===== src/rtl/hctb_pkg.sv =====
// ----------------------------------------------------------------------------
// hctb_pkg
// shared constants, types and sequencer states of the code table builder
// ----------------------------------------------------------------------------
package hctb_pkg;

   localparam int SymBits   = 8;
   localparam int AlphaSize = 256;
   localparam int NodeBits  = 9;
   localparam int NodeTotal = 2 * AlphaSize - 1;
   localparam int CountBits = 24;
   localparam int WeightBits = 32;
   localparam int LenBits   = 6;
   localparam int CodeBits  = 48;
   localparam int MaxLen    = 48;
   localparam int DistBits  = 9;
   localparam int WalkLenBits = 9;

   typedef enum logic [1:0] {
      OP_WRITE = 2'd0,
      OP_BUILD = 2'd1,
      OP_READ  = 2'd2,
      OP_NONE  = 2'd3
   } op_type;

   typedef enum logic [4:0] {
      ST_IDLE,
      ST_CLEAR,
      ST_LOAD_RD,
      ST_LOAD_WR,
      ST_FLOYD_NEXT,
      ST_SD_RD_KIDS,
      ST_SD_RD_W,
      ST_SD_CMP,
      ST_SINGLE,
      ST_POP_START,
      ST_POP_DONE,
      ST_MERGE_RD,
      ST_MERGE_WR,
      ST_PUSH_RD,
      ST_PUSH_WT,
      ST_PUSH_CMP,
      ST_WALK_RD,
      ST_WALK_KID,
      ST_WALK_WR,
      ST_READ,
      ST_DONE
   } state_type;

   typedef struct packed {
      logic               start;
      logic [NodeBits-1:0] pos;
      logic [NodeBits-1:0] size;
   } sift_req_type;

endpackage


===== src/rtl/hctb_sift_unit.sv =====
// ----------------------------------------------------------------------------
// hctb_sift_unit
// shared weight compare: picks the smaller child and decides a swap
// ----------------------------------------------------------------------------
module hctb_sift_unit (
   input  logic [hctb_pkg::WeightBits-1:0] w_parent,
   input  logic [hctb_pkg::WeightBits-1:0] w_left,
   input  logic [hctb_pkg::WeightBits-1:0] w_right,
   input  logic                            has_right,
   output logic                            pick_right,
   output logic                            do_swap
);
   import hctb_pkg::*;

   logic [WeightBits-1:0] w_kid;

   always_comb begin
      pick_right = has_right && (w_right < w_left);
      w_kid      = pick_right ? w_right : w_left;
      do_swap    = w_parent > w_kid;
   end
endmodule


===== config.mk =====
export PLATFORM = sky130hd
export DESIGN_NAME = hctb_sift_unit
export DESIGN_NICKNAME = d
export VERILOG_FILES = /design/src/rtl/hctb_pkg.sv /design/src/rtl/hctb_sift_unit.sv
export SDC_FILE = /design/constraint.sdc
export NUM_CORES = 1
export LEC_CHECK = 0
export BUFFER_PORTS_ARGS = -buffer_cell sky130_fd_sc_hd__buf_2
export CORE_ASPECT_RATIO = 0.8
export CORE_MARGIN = 2
export CORE_UTILIZATION = 43
export DETAILED_ROUTE_END_ITERATION = 6
export PLACE_DENSITY = 0.77
export SLEW_MARGIN = 20
export SYNTH_ARGS = -nofsm -noshare
export SYNTH_HDL_FRONTEND = slang
export SYNTH_SLANG_ARGS = --single-unit

===== constraint.sdc =====
create_clock -name vclk -period 4
set_input_delay 0.6 -clock vclk [all_inputs]
set_output_delay 0.6 -clock vclk [all_outputs]
set_load 0.005 [all_outputs]

==> flow_summary.toml <==
[drt]
vias = 2095
first_pass_iters = 4
wl_per_cell_um = 13.0
ant_nets = 0
drt-total-wl_um = 5310
via_per_inst = 5.12
drc_errors = 0
drt_iter0_drc = 24

[floorplan]
pin_count = 99
die_h_um = 62.6
core_area_um2 = 4150
initial_core_util_pct = 44.4
die_w_um = 77.2
die_area_um2 = 4830
num_rows = 21

[sta]
finalSetupViolCount = 1
finalHoldViolations = 0
worst_pin_slew_ns = 0.388
period_needed_ns = 4.22
slew_headroom_pct = 73.8
fmax_mhz = 237
setup_slack_ns = -0.225
maxSlewViolCount = 0
fin_crit_sh_pct = 106
tns_ns = -0.225
rsz0062_at_grt = "true"

[flow_run]
max_cap_viol_count = 0

[synthesis]
avgSynthCellArea_um2 = 8.15
synthSimpleGateAreaFrac_pct = 11.9
ys_types = 28
synth_top_family_by_area = "adder cells"
synthXorXnorAreaFrac_pct = 0
synth_compound_area_share_pct = 18.7
syn-cell-area_um2 = 1840
synth_cells = 226
synth_mux_area_share_pct = 17.4
ys_seq_area_share_pct = 0
synthAdderAreaFrac_pct = 42.8
synth_fp_nets = 386
ys_warn_count = 0

[setup_path]
worstPathRequired_ns = 3.40
cp-start-kind = "input port"
cp.arrival_ns = 3.62
critPathMaxFanout = 9
crit_type = "in -> out"
critPathCaptureType = "primary output"

[global_route]
grt_pass1_vias = 2033
grt_pass1_wl_um = 8510
antenna_found_initial = 0
grt_usage_pct = 20.8
grt_max_degree = 10
grt_overflow = 0

[layout]
seq_area_um2 = 0
syn2layout_area_growth_pct = 48.5
seq_cells = 0
clockBufferCount = 0
final_nets = 514
final_common_cell = "buf_2"
final_cell_mix = "buf_2 (99), ha_1 (60), inv_1 (32)"
diodes = 0
post-route-util_pct = 65.9
drive_above_1_share_pct = 41.8

[outcome]
failed_checks = "setup timing"
status = "finished with violations"

[hold_path]
holdCritPathClass = "in -> out"

[placement]
gp_congestion = 0.856
hpwl_um = 4510
io_buffer_count = 99

[pwr]
irDropWorstVdd_mv = 0.0559
leakagePower_nw = 1.57
pwr_density_cell_nw_per_um2 = 126
-- worst paths after layout --
path	to	startpoint	depth (start not counted)	slack (ns)
worst max-delay path	do_swap	w_right[2]	17	-0.22
worst min-delay path	do_swap	w_parent[31]	6	1.81
-- per-stage QoR --
step	instances	worst slack (ns)	hold WS [ns]	instance area [um^2]	power [mW]
floorplan	226	0.00672	1.54	1850	0.183
global placement	401	-0.257	1.78	2560	0.297
detailed placement	401	-0.345	1.77	2560	0.307
CTS	408	-0.170	1.77	2700	0.332
global route	409	-0.389	1.82	2740	0.386
finish	409	-0.225	1.81	2740	0.345
-- synthesized netlist by cell type, drive strengths merged --
| cell | instances | area share [%] |
|---|---|---|
| a211o | 1 | 0.48 |
| a211oi | 4 | 2.3 |
| a21o | 8 | 3.3 |
| a21oi | 24 | 7.1 |
| a221oi | 1 | 0.48 |
| a31oi | 1 | 0.34 |
| buf | 3 | 2.4 |
| ha | 63 | 43 |
| inv | 33 | 6.7 |
| mux2 | 1 | 0.61 |
| mux2i | 31 | 17 |
| nand2 | 12 | 2.4 |
| nand2b | 1 | 0.34 |
| nand3 | 4 | 1.1 |
| nand4 | 13 | 4.4 |
| nand4b | 1 | 0.48 |
| nor2 | 6 | 1.2 |
| nor2b | 3 | 1.0 |
| nor3 | 2 | 0.54 |
| nor4 | 1 | 0.34 |
| o211ai | 1 | 0.41 |
| o21ai | 9 | 2.4 |
| o22a | 1 | 0.48 |
| o311a | 1 | 0.54 |
| o41ai | 1 | 0.88 |
-- worst max-delay path, cell delays in order --
cell      delay [ns]
buf_2           0.13
ha_4            0.24
a211o_1         0.26
a31oi_2         0.15
o311a_1         0.24
o41ai_4         0.08
a211oi_4        0.26
buf_6           0.15
buf_12          0.13
mux2i_1         0.22
ha_1            0.28
a21o_1          0.16
a21o_1          0.16
a211oi_2        0.19
o21ai_1         0.08
o22a_1          0.17
buf_2           0.13
-- area by class of cell --
class | instances | area (um^2)
multi-input cells | 190 | 1760
well taps | 57 | 71.3
fillers | 384 | 1420
inverters | 33 | 124
repair buffers | 129 | 777
-- what timing repair did --
item / CTS / global route
gates cloned: 1 / 0
setup endpoints to repair: 1 / 1
buffers inserted: 6 / 1
endpoints found under the hold margin: 0 / 0
hold buffers: 0 / 0
gates resized for setup: 11 / 10
pin swaps: 8 / 12
-- power breakdown --
| part | switching [mW] | internal [mW] |
|---|---|---|
| combinational | 0.160 | 0.185 |
| clock | 0 | 0 |
| sequential | 0 | 0 |
| total | 0.160 | 0.185 |
-- kinds of logic (layout without fill, tap and decap cells) --
family,count (synthesis),after routing
mux,32,32
buf+inv,36,162
simple gates,43,43
fa+ha+maj,63,63
compound gates,52,52
-- per-layer routing --
layer / GRT usage (%) / up-vias / part of all wire (%)
met5: 0 / - / 0
met1: 27.4 / 915 / 45
met2: 36.7 / 71 / 48
met3: 2.02 / 11 / 5.3
li1: - / 1098 / -
met4: 4.24 / 0 / 1.8
Power figures use the tool's default switching activity.
